### config.mk
export PLATFORM = sky130hd
export DESIGN_NAME = glyph_row_to_rgb565_stream_unit
export DESIGN_NICKNAME = d
export VERILOG_FILES = /design/src/rtl/core/grgb_pkg.sv /design/src/rtl/core/grgb_front.sv /design/src/rtl/core/grgb_queue.sv /design/src/rtl/core/grgb_back.sv /design/src/rtl/core/glyph_row_to_rgb565_stream_unit.sv
export SDC_FILE = /design/constraint.sdc
export NUM_CORES = 1
export LEC_CHECK = 0
export ABC_AREA = 1
export BUFFER_PORTS_ARGS = -buffer_cell sky130_fd_sc_hd__buf_2
export CAP_MARGIN = 20
export CORE_MARGIN = 4
export CORE_UTILIZATION = 59
export CTS_CLUSTER_SIZE = 20
export DETAILED_ROUTE_END_ITERATION = 8
export PLACE_DENSITY = 0.77
export SETUP_SLACK_MARGIN = 0.02
export SLEW_MARGIN = 20
export SYNTH_ARGS = -nofsm -noshare
export SYNTH_HDL_FRONTEND = slang
export SYNTH_SLANG_ARGS = --single-unit
### constraint.sdc
create_clock -name clk -period 4.02 [get_ports clk]
set_input_delay 0.201 -clock clk [delete_from_list [all_inputs] [get_ports clk]]
set_output_delay 0.201 -clock clk [all_outputs]
set_load 0.005 [all_outputs]
### src/rtl/core/grgb_pkg.sv
package grgb_pkg;

  // default glyph geometry
  localparam int GLYPH_ROWS_DEF  = 16;
  localparam int GLYPH_WIDTH_DEF = 8;

  // panel command bytes
  localparam logic [7:0] CMD_COLUMN = 8'h15;
  localparam logic [7:0] CMD_ROW    = 8'h75;
  localparam logic [7:0] CMD_WRITE  = 8'h5C;

  // header word positions
  localparam logic [2:0] HDR_COL_CMD   = 3'd0;
  localparam logic [2:0] HDR_COL_START = 3'd1;
  localparam logic [2:0] HDR_COL_END   = 3'd2;
  localparam logic [2:0] HDR_ROW_CMD   = 3'd3;
  localparam logic [2:0] HDR_ROW_START = 3'd4;
  localparam logic [2:0] HDR_ROW_END   = 3'd5;
  localparam logic [2:0] HDR_WRITE_CMD = 3'd6;

  // one classified row, handed from front to back
  typedef struct packed {
    logic [7:0]  bits;
    logic        header;
    logic        dbl;
    logic [15:0] colour;
    logic [7:0]  scol;
    logic [7:0]  ecol;
    logic [7:0]  srow;
    logic [7:0]  erow;
  } desc_t;

endpackage

### src/rtl/core/grgb_front.sv
module grgb_front #(
  parameter int GLYPH_ROWS  = grgb_pkg::GLYPH_ROWS_DEF,
  parameter int GLYPH_WIDTH = grgb_pkg::GLYPH_WIDTH_DEF
) (
  input  logic [7:0]     in_row_bits,
  input  logic [3:0]     in_row_number,
  input  logic [7:0]     in_start_col,
  input  logic [7:0]     in_start_row,
  input  logic [4:0]     in_red,
  input  logic [5:0]     in_green,
  input  logic [4:0]     in_blue,
  input  logic           in_double_size,
  output grgb_pkg::desc_t desc
);
  import grgb_pkg::*;

  localparam logic [7:0] COL_SPAN1 = 8'(GLYPH_WIDTH - 1);
  localparam logic [7:0] COL_SPAN2 = 8'(2 * GLYPH_WIDTH - 1);
  localparam logic [7:0] ROW_SPAN1 = 8'(GLYPH_ROWS - 1);
  localparam logic [7:0] ROW_SPAN2 = 8'(2 * GLYPH_ROWS - 1);

  // classify the row: header on row 0, window ends wrap mod 256
  always_comb begin
    desc.bits   = in_row_bits;
    desc.header = (in_row_number == 4'd0);
    desc.dbl    = in_double_size;
    desc.colour = {in_red, in_green, in_blue};
    desc.scol   = in_start_col;
    desc.srow   = in_start_row;
    desc.ecol   = in_start_col + (in_double_size ? COL_SPAN2 : COL_SPAN1);
    desc.erow   = in_start_row + (in_double_size ? ROW_SPAN2 : ROW_SPAN1);
  end

endmodule

### src/rtl/core/grgb_queue.sv
module grgb_queue (
  input  logic            clk,
  input  logic            rst_n,
  input  logic            push,
  input  grgb_pkg::desc_t din,
  output logic            full,
  input  logic            pop,
  output grgb_pkg::desc_t dout,
  output logic            nonempty
);
  import grgb_pkg::*;

  desc_t      mem_r [2];
  logic       wr_ptr_r, rd_ptr_r;
  logic [1:0] count_r;

  assign full     = (count_r == 2'd2);
  assign nonempty = (count_r != 2'd0);
  assign dout     = mem_r[rd_ptr_r];

  // two-entry descriptor queue
  always_ff @(posedge clk) begin
    if (!rst_n) begin
      wr_ptr_r <= 1'b0;
      rd_ptr_r <= 1'b0;
      count_r  <= 2'd0;
    end else begin
      if (push) wr_ptr_r <= ~wr_ptr_r;
      if (pop)  rd_ptr_r <= ~rd_ptr_r;
      if (push && !pop)      count_r <= count_r + 2'd1;
      else if (pop && !push) count_r <= count_r - 2'd1;
    end
  end

  always_ff @(posedge clk) begin
    if (push) mem_r[wr_ptr_r] <= din;
  end

endmodule

### src/rtl/core/grgb_back.sv
module grgb_back #(
  parameter int GLYPH_WIDTH = grgb_pkg::GLYPH_WIDTH_DEF
) (
  input  logic            clk,
  input  logic            rst_n,
  input  logic            q_nonempty,
  input  grgb_pkg::desc_t q_desc,
  output logic            q_pop,
  output logic            out_empty,
  input  logic            out_pop,
  output logic [15:0]     out_word,
  output logic            out_is_pixel,
  output logic            out_is_data,
  output logic            out_last
);
  import grgb_pkg::*;

  localparam int JW = (GLYPH_WIDTH > 1) ? $clog2(GLYPH_WIDTH) : 1;
  localparam logic [JW-1:0] J_TOP = JW'(GLYPH_WIDTH - 1);

  desc_t         desc_r;
  logic          busy_r;
  logic          hdr_r;
  logic [2:0]    hidx_r;
  logic [JW-1:0] j_r;
  logic          rep_r, line_r;
  logic          out_valid_r;

  logic        emit, last_word, pix_set, load;
  logic [4:0]  j_ext;
  logic [15:0] word_nxt;
  logic        is_pixel_nxt, is_data_nxt;

  assign out_empty = !out_valid_r;
  assign emit      = busy_r && (!out_valid_r || out_pop);

  // current word
  assign j_ext   = 5'(j_r);
  assign pix_set = (j_ext < 5'd8) && desc_r.bits[j_ext[2:0]];
  assign last_word = !hdr_r && (j_r == '0) && (rep_r == desc_r.dbl) &&
                     (line_r == desc_r.dbl);

  always_comb begin
    word_nxt     = 16'd0;
    is_pixel_nxt = 1'b0;
    is_data_nxt  = 1'b1;
    if (hdr_r) begin
      case (hidx_r)
        HDR_COL_CMD:   begin word_nxt = {8'd0, CMD_COLUMN}; is_data_nxt = 1'b0; end
        HDR_COL_START: word_nxt = {8'd0, desc_r.scol};
        HDR_COL_END:   word_nxt = {8'd0, desc_r.ecol};
        HDR_ROW_CMD:   begin word_nxt = {8'd0, CMD_ROW}; is_data_nxt = 1'b0; end
        HDR_ROW_START: word_nxt = {8'd0, desc_r.srow};
        HDR_ROW_END:   word_nxt = {8'd0, desc_r.erow};
        HDR_WRITE_CMD: begin word_nxt = {8'd0, CMD_WRITE}; is_data_nxt = 1'b0; end
        default:       word_nxt = 16'd0;
      endcase
    end else begin
      word_nxt     = pix_set ? desc_r.colour : 16'd0;
      is_pixel_nxt = 1'b1;
    end
  end

  // take the next descriptor when idle or on the final word of this row
  assign load  = q_nonempty && (!busy_r || (emit && last_word));
  assign q_pop = load;

  // word sequencer: header, then line / bit / repeat counters
  always_ff @(posedge clk) begin
    if (!rst_n) begin
      busy_r <= 1'b0;
    end else if (load) begin
      busy_r <= 1'b1;
    end else if (emit && last_word) begin
      busy_r <= 1'b0;
    end
  end

  always_ff @(posedge clk) begin
    if (load) begin
      desc_r <= q_desc;
      hdr_r  <= q_desc.header;
      hidx_r <= HDR_COL_CMD;
      j_r    <= J_TOP;
      rep_r  <= 1'b0;
      line_r <= 1'b0;
    end else if (emit) begin
      if (hdr_r) begin
        if (hidx_r == HDR_WRITE_CMD) hdr_r <= 1'b0;
        else hidx_r <= hidx_r + 3'd1;
      end else if (desc_r.dbl && !rep_r) begin
        rep_r <= 1'b1;
      end else begin
        rep_r <= 1'b0;
        if (j_r == '0) begin
          j_r    <= J_TOP;
          line_r <= 1'b1;
        end else begin
          j_r <= j_r - JW'(1);
        end
      end
    end
  end

  // output register
  always_ff @(posedge clk) begin
    if (!rst_n) begin
      out_valid_r <= 1'b0;
    end else if (emit) begin
      out_valid_r <= 1'b1;
    end else if (out_pop) begin
      out_valid_r <= 1'b0;
    end
  end

  always_ff @(posedge clk) begin
    if (emit) begin
      out_word     <= word_nxt;
      out_is_pixel <= is_pixel_nxt;
      out_is_data  <= is_data_nxt;
      out_last     <= last_word;
    end
  end

endmodule

### src/rtl/core/glyph_row_to_rgb565_stream_unit.sv
// Expands one monochrome glyph row into panel words: on row 0 a seven-word
// window set-up (column command, start/end column, row command, start/end
// row, memory-write command), then one RGB565 word per glyph bit, leftmost
// first, zero for clear bits; double size repeats each pixel and the line.
// Words leave at one per cycle from the back-end sequencer while the
// receiver pops; a row gives GLYPH_WIDTH*s*s words (s = 2 in double size,
// else 1) plus 7 on row 0: 8 or 15 for a normal row, 32 or 39 doubled.
// Rows are accepted into a two-entry queue while the previous row is
// still being sent, so rows run back to back with no gap at the output.
module glyph_row_to_rgb565_stream_unit #(
  parameter int GLYPH_ROWS  = grgb_pkg::GLYPH_ROWS_DEF,
  parameter int GLYPH_WIDTH = grgb_pkg::GLYPH_WIDTH_DEF
) (
  input  logic        clk,
  input  logic        rst_n,
  input  logic        push,
  output logic        full,
  input  logic [7:0]  in_row_bits,
  input  logic [3:0]  in_row_number,
  input  logic [7:0]  in_start_col,
  input  logic [7:0]  in_start_row,
  input  logic [4:0]  in_red,
  input  logic [5:0]  in_green,
  input  logic [4:0]  in_blue,
  input  logic        in_double_size,
  output logic        empty,
  input  logic        pop,
  output logic [15:0] out_word,
  output logic        out_is_pixel,
  output logic        out_is_data,
  output logic        out_last
);
  import grgb_pkg::*;

  desc_t front_desc, q_desc;
  logic  q_nonempty, q_pop;

  // front end: classify the row
  grgb_front #(
    .GLYPH_ROWS  (GLYPH_ROWS),
    .GLYPH_WIDTH (GLYPH_WIDTH)
  ) u_front (
    .in_row_bits    (in_row_bits),
    .in_row_number  (in_row_number),
    .in_start_col   (in_start_col),
    .in_start_row   (in_start_row),
    .in_red         (in_red),
    .in_green       (in_green),
    .in_blue        (in_blue),
    .in_double_size (in_double_size),
    .desc           (front_desc)
  );

  // decoupling queue
  grgb_queue u_queue (
    .clk      (clk),
    .rst_n    (rst_n),
    .push     (push && !full),
    .din      (front_desc),
    .full     (full),
    .pop      (q_pop),
    .dout     (q_desc),
    .nonempty (q_nonempty)
  );

  // back end: word sequencer and output register
  grgb_back #(
    .GLYPH_WIDTH (GLYPH_WIDTH)
  ) u_back (
    .clk          (clk),
    .rst_n        (rst_n),
    .q_nonempty   (q_nonempty),
    .q_desc       (q_desc),
    .q_pop        (q_pop),
    .out_empty    (empty),
    .out_pop      (pop),
    .out_word     (out_word),
    .out_is_pixel (out_is_pixel),
    .out_is_data  (out_is_data),
    .out_last     (out_last)
  );

endmodule

==> impl_metrics.env <==
export IMPL_worstPathRequired_ns=4.14
export IMPL_synth_cells=668
export IMPL_min_period_ns=2.68
export IMPL_cts_inserted_buffers=21
export IMPL_postCtsSetupBuffers=0
export IMPL_chipHeight_um=126
export IMPL_cts_hold_buffers=42
export IMPL_report_final_slew_viol_count=0
export IMPL_fp_row_count=42
export IMPL_num_nets_final=854
export IMPL_grt_pass1_vias=5004
export IMPL_dp_cells=903
export IMPL_r2r_slack_ns=1.34
export IMPL_hold_violations=0
export IMPL_clock_sinks=208
export IMPL_path_clk_slew_ns=0.06
export IMPL_p_total_mw=6.96
export IMPL_fmax_mhz=373
export IMPL_gr_total_overflow=0
export IMPL_critPathCaptureType="register"
export IMPL_grt_max_degree=60
export IMPL_root_buffer="clkbuf_16"
export IMPL_final_area_um2=9820
export IMPL_fin_skew_ns=0.0138
export IMPL_vias=5076
export IMPL_peakVddDrop_mv=0.447
export IMPL_drc=0
export IMPL_fin_ws_ns=1.34
export IMPL_htreeDepth=1
export IMPL_insertion_delay_ns=0.49
export IMPL_slew_headroom=0.429
export IMPL_antenna_found_initial=0
export IMPL_n_fill_cell=857
export IMPL_synth_top_cell_area_share=0.710
export IMPL_power_switching_mw=2.10
export IMPL_rsz0062_at_grt="no"
export IMPL_drt_antenna_violating_nets=0
export IMPL_fin_tns_setup_ns=0
export IMPL_cts_tree="built"
export IMPL_grt_pass1_wl_mm=24.7
export IMPL_intPower_mw=4.85
export IMPL_initial_core_util=0.609
export IMPL_post_synth_top_count_cell="nand2_1"
export IMPL_final_cells=983
export IMPL_synth_cell_type_count=28
export IMPL_p_seq_frac=0.496
export IMPL_synth_common_cells="262 x nand2_1, 193 x edfxtp_1, 54 x inv_1, 24 x nor2_1, 20 x nand3_1"
export IMPL_utilization=0.732
export IMPL_tightest_slew_ns=0.856
export IMPL_die_w_um=126
export IMPL_synth_seq_cells=208
export IMPL_power_density_nw_per_um2=709
export IMPL_hold_ws_ns=0.0253
export IMPL_clockBufferDepth=3
export IMPL_crit_path_start="u_back.hdr_r"
export IMPL_place_area_um2=8710
export IMPL_synth_edf_count=193
export IMPL_status="complete, no violations"
export IMPL_core_um2=13400
export IMPL_layout_drive_gt1_share=0.151
export IMPL_wl_mm=14.9
export IMPL_dr_pass1_iters=5
export IMPL_grtUsageTotal=0.193
export IMPL_final_setup_viol_count=0
export IMPL_ctsResizeCount=0
export IMPL_ys_seq_area_frac=0.746
export IMPL_syn_area_um2=8170
export IMPL_power_frac_comb=0.228
export IMPL_endpoint="u_back.desc_r[10]"
export IMPL_synth_flop_cell="edfxtp_1"
export IMPL_crit_arrival_ns=2.80
export IMPL_io_pins=70
export IMPL_synth_nets=730
export IMPL_synth_area_leader_cell="edfxtp_1"
export IMPL_drt_first_iter_violations=461
export IMPL_gp_congestion=0.838
export IMPL_min_path_type="in -> reg"
export IMPL_crit_fanout=40
export IMPL_netlist_top_cells_area="edfxtp_1 71%, nand2_1 12%, dfxtp_1 3.7%"
export IMPL_antenna_cells=0
export IMPL_p_leak_nw=4.10
export IMPL_ys_warn_count=0
export IMPL_ys_async_sr_fraction=0
export IMPL_crit_type="reg -> reg"
export IMPL_r2r_start="u_back.hdr_r"
export IMPL_r2r_end="u_back.desc_r[10]"
export IMPL_dieArea_um2=15800
export IMPL_wl_per_cell_um=15.1
export IMPL_swShare=0.303
export IMPL_fin_crit_sh=0.666
export IMPL_r2r_cells=8
export IMPL_pre_cts_ws_ns=1.36
export IMPL_avgSynthCellArea_um2=12.2
export IMPL_hpwl_mm=9.52
export IMPL_vias_per_cell=5.16
export IMPL_critPathLaunchType="register"
export IMPL_area_delta_synth_final_pct=20.2
export IMPL_io_buffers=69
export IMPL_clkPwrFrac=0.275
export IMPL_cap_viol_max_count=0
-- sequential cells by signal (all words and copies together), names as in the netlist, 2 cells and up, named ones only --
register / count
u_back.desc_r: 57
u_back.hidx_r: 3
u_back.j_r: 3
u_back.out_word: 16
u_queue.count_r: 2
u_queue.mem_r: 116
-- power by group through the flow --
stage          combinational [mW]  sequential [mW]  clock [mW]
5_1_grt                      1.81             3.51        2.06
3_3_place_gp                 1.49             3.47           0
3_5_place_dp                 1.55             3.50           0
6_report                     1.59             3.45        1.91
4_1_cts                      1.60             3.46        1.94
2_1_floorplan                1.09             3.44           0
-- layout make-up --
| cell class | instances | area [um^2] | area share |
|---|---|---|---|
| sequential | 208 | 6100 | 0.621 |
| multi-input combinational | 385 | 1780 | 0.182 |
| timing repair buffer | 117 | 811 | 0.0826 |
| clock buffer | 26 | 544 | 0.0554 |
| inverter | 59 | 221 | 0.0226 |
| tap | 176 | 220 | 0.0224 |
| clock inverter | 12 | 140 | 0.0143 |
-- worst max-delay path, stage by stage (launching register included) --
cell and delay [ns]:
edfxtp_1 0.54, inv_2 0.24, nand2_1 0.10, nor2_2 0.10
nand3_1 0.08, nand2_2 0.11, nand2_2 0.18, inv_2 0.40
buf_4 0.51
-- how the worst min path moves through the flow --
stage,startpoint,endpoint,slack [ns],depth (start not counted)
floorplan,in_start_row[2],u_queue.mem_r[0][10],0.30,0
global placement,in_blue[2],u_queue.mem_r[0][34],0.39,1
detailed placement,in_row_bits[1],u_queue.mem_r[0][51],0.39,1
CTS,pop,u_back.out_valid_r,0.02,4
global route,in_row_number[2],u_queue.mem_r[1][49],0.03,2
finish,pop,u_back.out_valid_r,0.03,4
-- kinds of logic (layout without fill, tap and decap cells) --
logic type,count (synthesis),count (layout),share of synthesized area
buffers and inverters,75,214,0.0372
AO/OA/AOI/OAI,34,34,0.0227
XOR/XNOR,13,13,0.0139
flip-flops,208,208,0.746
adder cells (fa/ha/maj),13,13,0.0199
multiplexers,1,1,0.00123
AND/OR/NAND/NOR,324,324,0.159
-- layout by cell type, fill, tap and decap left out, types with 3 or more instances in the layout --
cell type | Yosys | layout
inv_2 | 5 | 6
clkbuf_1 | 5 | 5
clkinv_1 | 0 | 4
inv_1 | 54 | 53
dlygate4sd3_1 | 0 | 42
bufinv_16 | 0 | 3
edfxtp_1 | 193 | 193
clkbuf_16 | 0 | 21
a21oi_1 | 12 | 12
nand2_1 | 262 | 262
buf_2 | 9 | 69
o211ai_1 | 3 | 3
ha_1 | 13 | 13
o21ai_0 | 16 | 16
nor2_1 | 24 | 22
dfxtp_1 | 15 | 14
xor2_1 | 12 | 12
nand2_2 | 4 | 4
nand3_1 | 20 | 20
nand4_1 | 8 | 8
buf_4 | 1 | 6
-- layer usage --
metal | global-route usage | vias to the layer above | part of all wire
met5 | 0 | - | 0
met4 | 0.0523 | 0 | 0.021
met3 | 0.0322 | 31 | 0.053
met2 | 0.336 | 145 | 0.50
met1 | 0.255 | 2411 | 0.42
li1 | - | 2489 | -
No activity file was read; power rests on OpenSTA's default activity.
